File: src/rtl/core/pbrc_pkg.sv
package pbrc_pkg;

  // Default datapath geometry: level is Q(SAMPLE_BITS).(FRAC_BITS)
  localparam int SAMPLE_BITS_DEF = 12;
  localparam int FRAC_BITS_DEF   = 8;

  localparam int TIME_W    = 32;
  localparam int BPM_W     = 16;
  localparam int CFG_W     = 16;
  localparam int CFG_IDX_W = 3;

  localparam int WEIGHT_W = 9;
  localparam int DECAY_W  = 16;
  localparam int GAP_W    = 16;
  localparam int WIN_W    = 16;
  localparam int SCALE_W  = 8;
  localparam int THRESH_W = 12;

  // Register indexes
  localparam logic [CFG_IDX_W-1:0] REG_FILTER_WEIGHT   = 3'd0;
  localparam logic [CFG_IDX_W-1:0] REG_DECAY_FACTOR    = 3'd1;
  localparam logic [CFG_IDX_W-1:0] REG_MIN_BEAT_GAP_MS = 3'd2;
  localparam logic [CFG_IDX_W-1:0] REG_WINDOW_MS       = 3'd3;
  localparam logic [CFG_IDX_W-1:0] REG_BPM_SCALE       = 3'd4;
  localparam logic [CFG_IDX_W-1:0] REG_TOUCH_THRESHOLD = 3'd5;

  // Reset values
  localparam logic [WEIGHT_W-1:0] FILTER_WEIGHT_RST   = 9'd192;
  localparam logic [DECAY_W-1:0]  DECAY_FACTOR_RST    = 16'd63570;
  localparam logic [GAP_W-1:0]    MIN_BEAT_GAP_MS_RST = 16'd300;
  localparam logic [WIN_W-1:0]    WINDOW_MS_RST       = 16'd15000;
  localparam logic [SCALE_W-1:0]  BPM_SCALE_RST       = 8'd4;
  localparam logic [THRESH_W-1:0] TOUCH_THRESHOLD_RST = 12'd1900;

  // Q8 unity weight; larger weights clamp here
  localparam logic [WEIGHT_W-1:0] WEIGHT_ONE = 9'd256;

  typedef struct packed {
    logic [WEIGHT_W-1:0] filter_weight;
    logic [DECAY_W-1:0]  decay_factor;
    logic [GAP_W-1:0]    min_beat_gap_ms;
    logic [WIN_W-1:0]    window_ms;
    logic [SCALE_W-1:0]  bpm_scale;
    logic [THRESH_W-1:0] touch_threshold;
  } cfg_t;

  typedef struct packed {
    logic             valid;
    logic [BPM_W-1:0] bpm;
  } res_t;

endpackage

File: src/rtl/core/pbrc_cfg_regs.sv
module pbrc_cfg_regs (
  input  logic                           clk,
  input  logic                           rst,
  input  logic                           cfg_we,
  input  logic [pbrc_pkg::CFG_IDX_W-1:0] cfg_index,
  input  logic [pbrc_pkg::CFG_W-1:0]     cfg_wdata,
  output pbrc_pkg::cfg_t                 cfg
);
  import pbrc_pkg::*;

  always_ff @(posedge clk) begin
    if (rst) begin
      cfg.filter_weight   <= FILTER_WEIGHT_RST;
      cfg.decay_factor    <= DECAY_FACTOR_RST;
      cfg.min_beat_gap_ms <= MIN_BEAT_GAP_MS_RST;
      cfg.window_ms       <= WINDOW_MS_RST;
      cfg.bpm_scale       <= BPM_SCALE_RST;
      cfg.touch_threshold <= TOUCH_THRESHOLD_RST;
    end else if (cfg_we) begin
      unique case (cfg_index)
        REG_FILTER_WEIGHT:   cfg.filter_weight   <= cfg_wdata[WEIGHT_W-1:0];
        REG_DECAY_FACTOR:    cfg.decay_factor    <= cfg_wdata[DECAY_W-1:0];
        REG_MIN_BEAT_GAP_MS: cfg.min_beat_gap_ms <= cfg_wdata[GAP_W-1:0];
        REG_WINDOW_MS:       cfg.window_ms       <= cfg_wdata[WIN_W-1:0];
        REG_BPM_SCALE:       cfg.bpm_scale       <= cfg_wdata[SCALE_W-1:0];
        REG_TOUCH_THRESHOLD: cfg.touch_threshold <= cfg_wdata[THRESH_W-1:0];
        default: ;  // unmapped index, write dropped
      endcase
    end
  end

endmodule

File: src/rtl/core/pbrc_beat_core.sv
module pbrc_beat_core #(
  parameter int SAMPLE_BITS = pbrc_pkg::SAMPLE_BITS_DEF,
  parameter int FRAC_BITS   = pbrc_pkg::FRAC_BITS_DEF
) (
  input  logic                        clk,
  input  logic                        rst,
  input  pbrc_pkg::cfg_t              cfg,
  input  logic                        step,
  input  logic [SAMPLE_BITS-1:0]      sample,
  input  logic [pbrc_pkg::TIME_W-1:0] time_ms,
  output pbrc_pkg::res_t              res
);
  import pbrc_pkg::*;

  localparam int LEVEL_W = SAMPLE_BITS + FRAC_BITS;
  localparam int SLOPE_W = LEVEL_W + 1;
  localparam int PROD_W  = SLOPE_W + WEIGHT_W + 1;
  localparam int SUM_W   = PROD_W + 1;
  localparam int DPROD_W = SLOPE_W + DECAY_W + 1;
  localparam int BSUM_W  = BPM_W + SCALE_W + 1;
  localparam int CMP_W   = (SAMPLE_BITS > THRESH_W) ? SAMPLE_BITS : THRESH_W;

  localparam logic [SUM_W-1:0]   RND_Q8  = SUM_W'(128);
  localparam logic [DPROD_W-1:0] RND_Q16 = DPROD_W'(32768);
  localparam logic [BSUM_W-1:0]  BPM_MAX = BSUM_W'({BPM_W{1'b1}});

  // State. The peak is kept before its per-sample decay; the decay factor
  // in force at that step is kept with it and applied on the next step.
  logic [LEVEL_W-1:0]        level;
  logic signed [SLOPE_W-1:0] peak_raw;
  logic [DECAY_W-1:0]        decay_used;
  logic [TIME_W-1:0]         last_beat;
  logic [TIME_W-1:0]         win_start;
  logic [BPM_W-1:0]          beat_count;

  logic [LEVEL_W-1:0]        s_lvl;
  logic [WEIGHT_W-1:0]       w_eff;
  logic signed [SLOPE_W-1:0] diff;
  logic signed [PROD_W-1:0]  wprod;
  logic [SUM_W-1:0]          sum;
  logic [LEVEL_W-1:0]        level_next;
  logic signed [SLOPE_W-1:0] slope;
  logic                      peak_neg;
  logic [SLOPE_W-1:0]        peak_mag;
  logic [DPROD_W-1:0]        dprod;
  logic [SLOPE_W-1:0]        mag_dec;
  logic signed [SLOPE_W-1:0] peak_cur;
  logic                      gap_ok;
  logic                      beat;
  logic                      count_inc;
  logic                      win_close;
  logic                      touch;
  logic [BSUM_W-1:0]         bprod;
  logic [BSUM_W-1:0]         bsum;

  // Low-pass: new = (256*S + w*(L - S) + 128) >> 8, same as w*L + (256-w)*S
  assign s_lvl = LEVEL_W'(sample) << FRAC_BITS;
  assign w_eff = (cfg.filter_weight > WEIGHT_ONE) ? WEIGHT_ONE : cfg.filter_weight;
  assign diff  = $signed({1'b0, level}) - $signed({1'b0, s_lvl});
  assign wprod = PROD_W'(diff) * PROD_W'($signed({1'b0, w_eff}));
  assign sum   = (SUM_W'(s_lvl) << 8) + SUM_W'(wprod) + RND_Q8;
  assign level_next = sum[LEVEL_W+7:8];
  assign slope = $signed({1'b0, level_next}) - $signed({1'b0, level});

  // Decay of the stored peak, sign and magnitude, rounded
  assign peak_neg = peak_raw[SLOPE_W-1];
  assign peak_mag = peak_neg ? SLOPE_W'(-peak_raw) : SLOPE_W'(peak_raw);
  assign dprod    = DPROD_W'(peak_mag) * DPROD_W'(decay_used) + RND_Q16;
  assign mag_dec  = dprod[SLOPE_W+DECAY_W-1:DECAY_W];
  assign peak_cur = peak_neg ? -$signed(mag_dec) : $signed(mag_dec);

  // Wrap-safe time compares
  assign gap_ok    = (time_ms - last_beat) > TIME_W'(cfg.min_beat_gap_ms);
  assign win_close = (time_ms - win_start) >= TIME_W'(cfg.window_ms);
  assign beat      = (slope >= peak_cur) && gap_ok;
  assign count_inc = beat && (beat_count != {BPM_W{1'b1}});
  assign touch     = CMP_W'(sample) > CMP_W'(cfg.touch_threshold);

  // bpm from the updated count without chaining behind the increment
  assign bprod = BSUM_W'(beat_count) * BSUM_W'(cfg.bpm_scale);
  assign bsum  = bprod + (count_inc ? BSUM_W'(cfg.bpm_scale) : '0);

  assign res.valid = win_close && touch;
  assign res.bpm   = (bsum > BPM_MAX) ? {BPM_W{1'b1}} : bsum[BPM_W-1:0];

  always_ff @(posedge clk) begin
    if (rst) begin
      level      <= '0;
      peak_raw   <= '0;
      decay_used <= DECAY_FACTOR_RST;
      last_beat  <= '0;
      win_start  <= '0;
      beat_count <= '0;
    end else if (step) begin
      level      <= level_next;
      peak_raw   <= beat ? slope : peak_cur;
      decay_used <= cfg.decay_factor;
      if (beat) begin
        last_beat <= time_ms;
      end
      if (win_close) begin
        win_start  <= time_ms;
        beat_count <= '0;
      end else if (count_inc) begin
        beat_count <= beat_count + 1'b1;
      end
    end
  end

  a_win_restart: assert property (@(posedge clk) disable iff (rst)
    (step && win_close) |=> (beat_count == '0))
    else $error("count not cleared at window close");

  a_count_step: assert property (@(posedge clk) disable iff (rst)
    (step && !win_close && count_inc) |=> (beat_count == $past(beat_count) + 1'b1))
    else $error("beat count did not advance on a beat");

  a_level_hold: assert property (@(posedge clk) disable iff (rst)
    !step |=> ($stable(level) && $stable(peak_raw)))
    else $error("filter state moved without a word");

endmodule

File: src/rtl/core/pulse_beat_rate_counter_unit.sv
// Channel  | Dir | Handshake          | Payload
// s_*      | in  | s_tvalid/s_tready  | s_tdata: sample, time_ms
// m_*      | out | m_tvalid/m_tready  | m_tdata: bpm
// cfg_*    | in  | cfg_we (no stall)  | cfg_index, cfg_wdata
//
// One word per cycle sustained while m_tready stays high; a word is registered in
// the input register, and its result (if any) shows on m_* in the cycle after it leaves it.
// The rate is set by the per-sample state loop (filter level, peak, count),
// which closes through the update logic back into the state registers.
// Reset (rst, synchronous) zeroes the state and loads register defaults.
// With a result on m_* and m_tready low, the result holds and one more word is held at the input.
module pulse_beat_rate_counter_unit #(
  parameter int SAMPLE_BITS = pbrc_pkg::SAMPLE_BITS_DEF,
  parameter int FRAC_BITS   = pbrc_pkg::FRAC_BITS_DEF
) (
  input  logic                           clk,
  input  logic                           rst,
  input  logic                           s_tvalid,
  output logic                           s_tready,
  // [SAMPLE_BITS-1:0] sample, then time_ms (32), zero pad to bytes
  input  logic [((SAMPLE_BITS+pbrc_pkg::TIME_W+7)/8)*8-1:0] s_tdata,
  output logic                           m_tvalid,
  input  logic                           m_tready,
  // [15:0] bpm
  output logic [pbrc_pkg::BPM_W-1:0]     m_tdata,
  input  logic                           cfg_we,
  input  logic [pbrc_pkg::CFG_IDX_W-1:0] cfg_index,
  input  logic [pbrc_pkg::CFG_W-1:0]     cfg_wdata
);
  import pbrc_pkg::*;

  cfg_t cfg;
  res_t res;

  // Input register
  logic                   in_valid;
  logic [SAMPLE_BITS-1:0] in_sample;
  logic [TIME_W-1:0]      in_time;
  logic                   advance;

  // Word leaves the input register when the output slot is free or draining
  assign advance  = in_valid && (!m_tvalid || m_tready);
  assign s_tready = !in_valid || advance;

  always_ff @(posedge clk) begin
    if (rst) begin
      in_valid <= 1'b0;
    end else if (s_tvalid && s_tready) begin
      in_valid <= 1'b1;
    end else if (advance) begin
      in_valid <= 1'b0;
    end
  end

  always_ff @(posedge clk) begin
    if (s_tvalid && s_tready) begin
      in_sample <= s_tdata[SAMPLE_BITS-1:0];
      in_time   <= s_tdata[SAMPLE_BITS+TIME_W-1:SAMPLE_BITS];
    end
  end

  pbrc_cfg_regs u_cfg (
    .clk       (clk),
    .rst       (rst),
    .cfg_we    (cfg_we),
    .cfg_index (cfg_index),
    .cfg_wdata (cfg_wdata),
    .cfg       (cfg)
  );

  pbrc_beat_core #(
    .SAMPLE_BITS (SAMPLE_BITS),
    .FRAC_BITS   (FRAC_BITS)
  ) u_core (
    .clk     (clk),
    .rst     (rst),
    .cfg     (cfg),
    .step    (advance),
    .sample  (in_sample),
    .time_ms (in_time),
    .res     (res)
  );

  // Output register: valid loads on every advance (data only with a result), drops when taken
  always_ff @(posedge clk) begin
    if (rst) begin
      m_tvalid <= 1'b0;
    end else if (advance) begin
      m_tvalid <= res.valid;
    end else if (m_tready) begin
      m_tvalid <= 1'b0;
    end
  end

  always_ff @(posedge clk) begin
    if (advance && res.valid) begin
      m_tdata <= res.bpm;
    end
  end

  a_ready_when_empty: assert property (@(posedge clk) disable iff (rst)
    !in_valid |-> s_tready)
    else $error("input stalled with empty register");

  a_full_stall: assert property (@(posedge clk) disable iff (rst)
    (in_valid && m_tvalid && !m_tready) |-> !s_tready)
    else $error("accepted a word with both stages blocked");

  a_result_source: assert property (@(posedge clk) disable iff (rst)
    $rose(m_tvalid) |-> $past(advance && res.valid))
    else $error("result appeared without a processed word");

endmodule

File: config.mk
export PLATFORM = sky130hd
export DESIGN_NAME = pulse_beat_rate_counter_unit
export DESIGN_NICKNAME = d
export VERILOG_FILES = /design/src/rtl/core/pbrc_pkg.sv /design/src/rtl/core/pbrc_cfg_regs.sv /design/src/rtl/core/pbrc_beat_core.sv /design/src/rtl/core/pulse_beat_rate_counter_unit.sv
export SDC_FILE = /design/constraint.sdc
export NUM_CORES = 2
export LEC_CHECK = 0
export BUFFER_PORTS_ARGS = -buffer_cell sky130_fd_sc_hd__buf_2
export CORE_AREA = 2 2 278 225
export CTS_BUF_LIST = sky130_fd_sc_hd__clkbuf_8 sky130_fd_sc_hd__clkbuf_16
export CTS_CLUSTER_SIZE = 10
export DETAILED_ROUTE_END_ITERATION = 6
export DIE_AREA = 0 0 280 227
export PLACE_DENSITY_LB_ADDON = 0.2
export SYNTH_ARGS = -nofsm -noshare
export SYNTH_HDL_FRONTEND = slang
export SYNTH_SLANG_ARGS = --single-unit
File: constraint.sdc
create_clock -name clk -period 21.3 [get_ports clk]
set_input_delay 4.26 -clock clk [delete_from_list [all_inputs] [get_ports clk]]
set_output_delay 4.26 -clock clk [all_outputs]
set_load 0.005 [all_outputs]
== After elaboration in Yosys (flattened, before gate mapping) ==
Index checks and enable logic that the tools add are counted.
Word-level totals
  memory bits (writable): 0
  memory bits (read-only): 0
  word-level logic and storage cells: 77
  bits in latches: 0
  register bits after elaboration: 276
  input bits: 72
  memories: 0
Operators by class
  add/subtract/negate cells: 11
  reduce and logical (&&, ||, !) cells: 23
  equality and inequality tests: 6
  shift operators: 0
  muxes and demuxes: 11
  div/mod/pow operators: 0
  order comparisons: 6
  multiply operators: 3
  bitwise gates (word level): 0
Operator list (number)
  subtractor 32 bit: 2
  2-to-1 mux 21 bit: 3
  negation 21 bit: 2
  subtractor 20 x 20 -> 21 bit: 2
  adder 37 x 16 -> 37 bit (second input constant): 1
  multiplier 21 x 16 -> 37 bit: 1
  greater-or-equal comparator 32 x 16 -> 1 bit: 1
  > comparator 32 x 16 -> 1 bit: 1
  2-to-1 mux 16 bit: 2
  adder 28 bit: 1
  adder 28 x 8 -> 28 bit (second input constant): 1
  multiplier 21 x 10 -> 28 bit: 1
  adder 24 x 25 -> 25 bit: 1
  > comparator 25 x 16 -> 1 bit (second input constant): 1
  multiplier 16 x 8 -> 24 bit: 1
  greater-or-equal comparator 21 bit: 1
  AND reduction 2 bit: 9
  adder 16 x 1 -> 16 bit (second input constant): 1
  != test 16 bit (second input constant): 1
  > comparator 12 bit: 1
  > comparator 9 bit (second input constant): 1
  2-to-1 mux 9 bit: 1
  2-to-1 mux 8 bit: 1
  == test 3 x 2 -> 1 bit (second input constant): 2
  8 further kinds: 21

== Logic depth before layout (Yosys ltp) ==
  depth in word-level cells: 12
  gate-level depth with buffers: 72
  gate-level depth less buffers: 68

== Cells and area by module ==
Synthesis repeated with hierarchy kept, for this count alone.
Second synthesis, totals
  cells, all modules: 4550
  area, all modules: 39346.5 µm²
By module, submodules not included
  pbrc_beat_core: cells an instance 4189, times used 1, area each 34386.7 µm², seq. area each 2742.6 µm²
  pbrc_cfg_regs: cells an instance 290, times used 1, area each 3055.4 µm², seq. area each 1541.5 µm²
  pulse_beat_rate_counter_unit: cells an instance 71, times used 1, area each 1904.3 µm², seq. area each 1841.8 µm²

== Least setup slack after synthesis ==
OpenSTA, ideal clock, no wires.
  path type: register -> register
  start point: reg u_core.peak_raw[2]
  end point: reg m_tdata[10] (netlist name) (data pin)
  data arrival time: 14.953 ns
  required time: 21.026 ns
  setup slack: 6.073 ns
  stages on the path, launching flop included: 66
  clock period less this slack: 15.227 ns
  path buffers: 5
  cell sequence: dfxtp_1 -> nor4_1 -> nand2_1 -> or4_1 -> o21ai_0 -> xnor2_1 -> clkbuf_1 -> nand2_1 -> fa_1 -> fa_1 -> inv_1 -> fa_1 -> inv_1 -> fa_1 -> inv_1 -> fa_1 -> inv_1 -> fa_1 -> (+30 left out) -> fa_1 -> inv_1 -> ha_1 -> a21o_1 -> a21oi_1 -> o21ai_0 -> a21oi_1 -> o31a_1 -> o21ai_0 -> o22ai_1 -> o21ai_0 -> a21o_1 -> a21oi_1 -> mux2i_1 -> and3_1 -> clkbuf_1 -> clkbuf_1 -> o21ai_0
On the way
  longest elaborated chain between the ends: 12
Ends and longest elaborated chain
  start, declared: line pbrc_beat_core.sv:30  | logic signed [SLOPE_W-1:0] peak_raw;
  start signal, assigned: line pbrc_beat_core.sv:96  | peak_raw <= beat ? slope : peak_cur;
  negation 21 bit: line pbrc_beat_core.sv:67  | assign peak_mag = peak_neg ? SLOPE_W'(-peak_raw) : SLOPE_W'(peak_raw);
  2-to-1 mux 21 bit (*): line pbrc_beat_core.sv:67
  multiplier 21 x 16 -> 37 bit (*): line pbrc_beat_core.sv:68  | assign dprod = DPROD_W'(peak_mag) * DPROD_W'(decay_used) + RND_Q16;
  adder 37 x 16 -> 37 bit (*): line pbrc_beat_core.sv:68
  negation 21 bit: line pbrc_beat_core.sv:70  | assign peak_cur = peak_neg ? -$signed(mag_dec) : $signed(mag_dec);
  2-to-1 mux 21 bit (*): line pbrc_beat_core.sv:70
  greater-or-equal comparator 21 bit (*): line pbrc_beat_core.sv:75  | assign beat = (slope >= peak_cur) && gap_ok;
  logical AND 1 bit (*): line pbrc_beat_core.sv:75
  logical AND 1 bit (*): line pbrc_beat_core.sv:76  | assign count_inc = beat && (beat_count != {BPM_W{1'b1}});
  2-to-1 mux 8 bit (*): line pbrc_beat_core.sv:81  | assign bsum = bprod + (count_inc ? BSUM_W'(cfg.bpm_scale) : '0);
  adder 24 x 25 -> 25 bit (*): line pbrc_beat_core.sv:81
  > comparator 25 x 16 -> 1 bit: line pbrc_beat_core.sv:84  | assign res.bpm = (bsum > BPM_MAX) ? {BPM_W{1'b1}} : bsum[BPM_W-1:0];
  end signal, assigned: line pulse_beat_rate_counter_unit.sv:97  | m_tdata <= res.bpm;
  end, declared: line pulse_beat_rate_counter_unit.sv:25  | output logic [pbrc_pkg::BPM_W-1:0] m_tdata,
Mark *: on every way between the ends. The rest lies on a longest branch, timed or not.
A chain may end at the register's enable or synchronous reset.

== Worst setup path after layout ==
  start point: reg u_core.peak_raw[0]
  end point: reg m_tdata[5] (netlist name) (data pin)
Same word-level chain as after synthesis.

==> summary.txt <==
Fraction of registers with async set/reset = 0
Root buf cell = clkbuf_16
DR vias/cell = 5.63
Vias in the first global route = 31100
Post-synth EDFFs = 60
I/O Pins = 90
Worst path slowest cell = nor4_2
Die width = 280 µm
Slew @ Worst Pin = 1.18 ns
Initial Util = 0.644
Detailed Route Iter0 Violations = 1987
Post-CTS Setup Bufs = 0
Post-Synthesis Cells = 4604
Post-CTS Hold Fix Bufs = 0
Area of the multi-input gates = 29400 µm²
Status = complete, but fails checks
Hold Path Class = reg -> reg
Sink Count = 276
Die area = 63600 µm²
Failing checks = design-rule violations
Cts repair resizes = 0
Yosys reg bits = 276
Detailed-route wire length per cell = 16.7 µm
Filler instances = 5030
Most frequent cell after synthesis = inv_1
Tcrit/Tclk final = 0.852
Area delta synth->final = 5.62%
WS Path Type = reg -> reg
Worst Setup SP = u_core.peak_raw[0]$_SDFFE_PP0P_
Core area = 60700 µm²
Worst-path clk slew = 0.06 ns
RSZ-0062 raised after global routing = false
H-tree Lvls = 2
Unique cell type count in the Yosys netlist = 97
Top FF cell, synth = dfxtp_1
Fin. max-slew vios = 0
Fin nets = 5574
Fmax = 55.1 MHz
Avg Cell Area, Syn = 8.49 µm²
CP peak stage delay = 0.87 ns
Placer congestion estimate = 0.921
Clock Tree Buf Depth = 3
Drt first pass iters = 7
Sequential share of the synthesized area = 0.157
PortBufs = 85
Ratio of cells with drive above 1 in the final layout = 0.0520
Count of final setup violators = 0
Slew margin rel. = 0.210
Worst Setup End Kind = flop
Min Tclk post-route = 18.15 ns
Layout Skew = 0.0359 ns
Area contributors post-synth = fa_1 26%, ha_1 13%, dfxtp_1 11%
Gr ovfl total = 0
Critical Path RT = 21.56 ns
Leading area contributor after synthesis = fa_1
CP startpoint kind = flop
Post-DP HPWL = 69500 µm
Syn nets = 5600
Largest net degree at the start of global routing = 82
Max FO, Critical Path = 42
Final hold violations = 0
TNS Setup = 0 ns
Register Area = 6130 µm²
Initial antenna violation count = 4
Vias = 30400
Max Cap Viol = 0
Ys Warns = 0
Worst Path Arrival = 18.41 ns
All-layer global routing usage = 0.297
Clk_lat worst skew = 0.57 ns
Global-route wire length before repair = 155000 µm
Mapped Area = 39100 µm²
Final wirelength = 89800 µm
CTS tree = done
Antenna-violating nets left = 0
Post-route DRC = 1
Worst reg2reg path startpoint = u_core.peak_raw[0]$_SDFFE_PP0P_
# rows = 81
Commonest cells in the netlist = 767 x inv_1, 664 x nand2_1, 515 x fa_1
Synth top area share = 0.264
Die Y = 227 µm
CTS Buf Count = 37
Min-Delay Startpoint = u_cfg.cfg[57]$_SDFFE_PP0P_
## per-stage QoR
step	cell area, µm²	utilization	hold slack, ns	setup WS (ns)	cells
after floorplan	39100	-	0.429	6.07	4604
after global placement	40200	0.662	0.439	3.59	5327
after detailed placement	40200	0.662	0.444	3.41	5327
after CTS	41300	0.680	0.445	3.33	5387
after global routing	41300	0.680	0.462	1.84	5389
final	41300	0.680	0.438	3.15	5389
## worst max-delay path, delay by kind of cell (launching register included)
kind,cells,cell delay (ns)
AND/OR/NAND/NOR,15,5.06
multiplexers,1,0.13
flip-flops,1,0.54
buffers and inverters,9,0.57
AO/OA/AOI/OAI,19,4.99
XOR/XNOR,2,0.36
adder cells (fa/ha/maj),14,6.15
## layer usage
| metal | global-route usage | vias up | routed length, µm |
|---|---|---|---|
| met5 | 0 | - | 8 |
| met4 | 0.0775 | 2 | 1980 |
| met3 | 0.0336 | 131 | 4550 |
| met2 | 0.493 | 780 | 41600 |
| met1 | 0.416 | 14800 | 41700 |
| li1 | - | 14700 | - |
## final timing paths
path,end,slack (ns),depth (start not counted)
min,u_core.decay_used[5]$_SDFFE_PP0P_,0.44,2
min reg2reg,u_core.decay_used[5]$_SDFFE_PP0P_,0.44,2
max,m_tdata[5]$_SDFFCE_PN1P_,3.15,60
max reg2reg,m_tdata[5]$_SDFFCE_PN1P_,3.15,60
## layout by cell type, fill, tap and decap left out, types with 21 or more instances in the layout
cell       instances
nor2_1           247
a21oi_1          220
inv_1            775
nor3_1            47
nand3b_1          37
dfxtp_1          216
a211oi_1          30
buf_2             84
o21a_1            29
clkbuf_16         39
ha_1             409
o21ai_0          109
nand2b_1          40
xnor2_1           94
and2_1           295
nand3_1           49
nand4_1           34
buf_4             42
nor2b_1           55
nand2_1          662
fa_1             515
xor2_1            65
mux2i_1           74
edfxtp_1          60
a21o_1            69
and3_1            21
## area by class of cell
cell class                      instances  share of cell area
Antenna cell                            2            0.000121
Clock buffer                           43              0.0250
Clock inverter                         17             0.00273
Inverter                              768              0.0698
Multi-Input combinational cell       3368               0.712
Sequential cell                       276               0.148
Tap cell                              788              0.0239
Timing Repair Buffer                  127              0.0181
## flip-flops by register name (all words and copies together), names as in the netlist, 20 cells and up
| name | count |
|---|---|
| u_cfg.cfg | 77 |
| u_core.level | 20 |
| u_core.last_beat | 32 |
| u_core.win_start | 32 |
| in_time | 32 |
| u_core.peak_raw | 21 |
## logic make-up after synthesis
logic type | synth area share
AND/OR/NAND/NOR | 0.193
buffers and inverters | 0.0932
adder cells (fa/ha/maj) | 0.394
AO/OA/AOI/OAI | 0.105
flip-flops | 0.157
XOR/XNOR | 0.0378
multiplexers | 0.0204
Power is left out: the tool's default activity adds up to more than one toggle a clock period on the data nets, which glitch-free logic cannot reach.
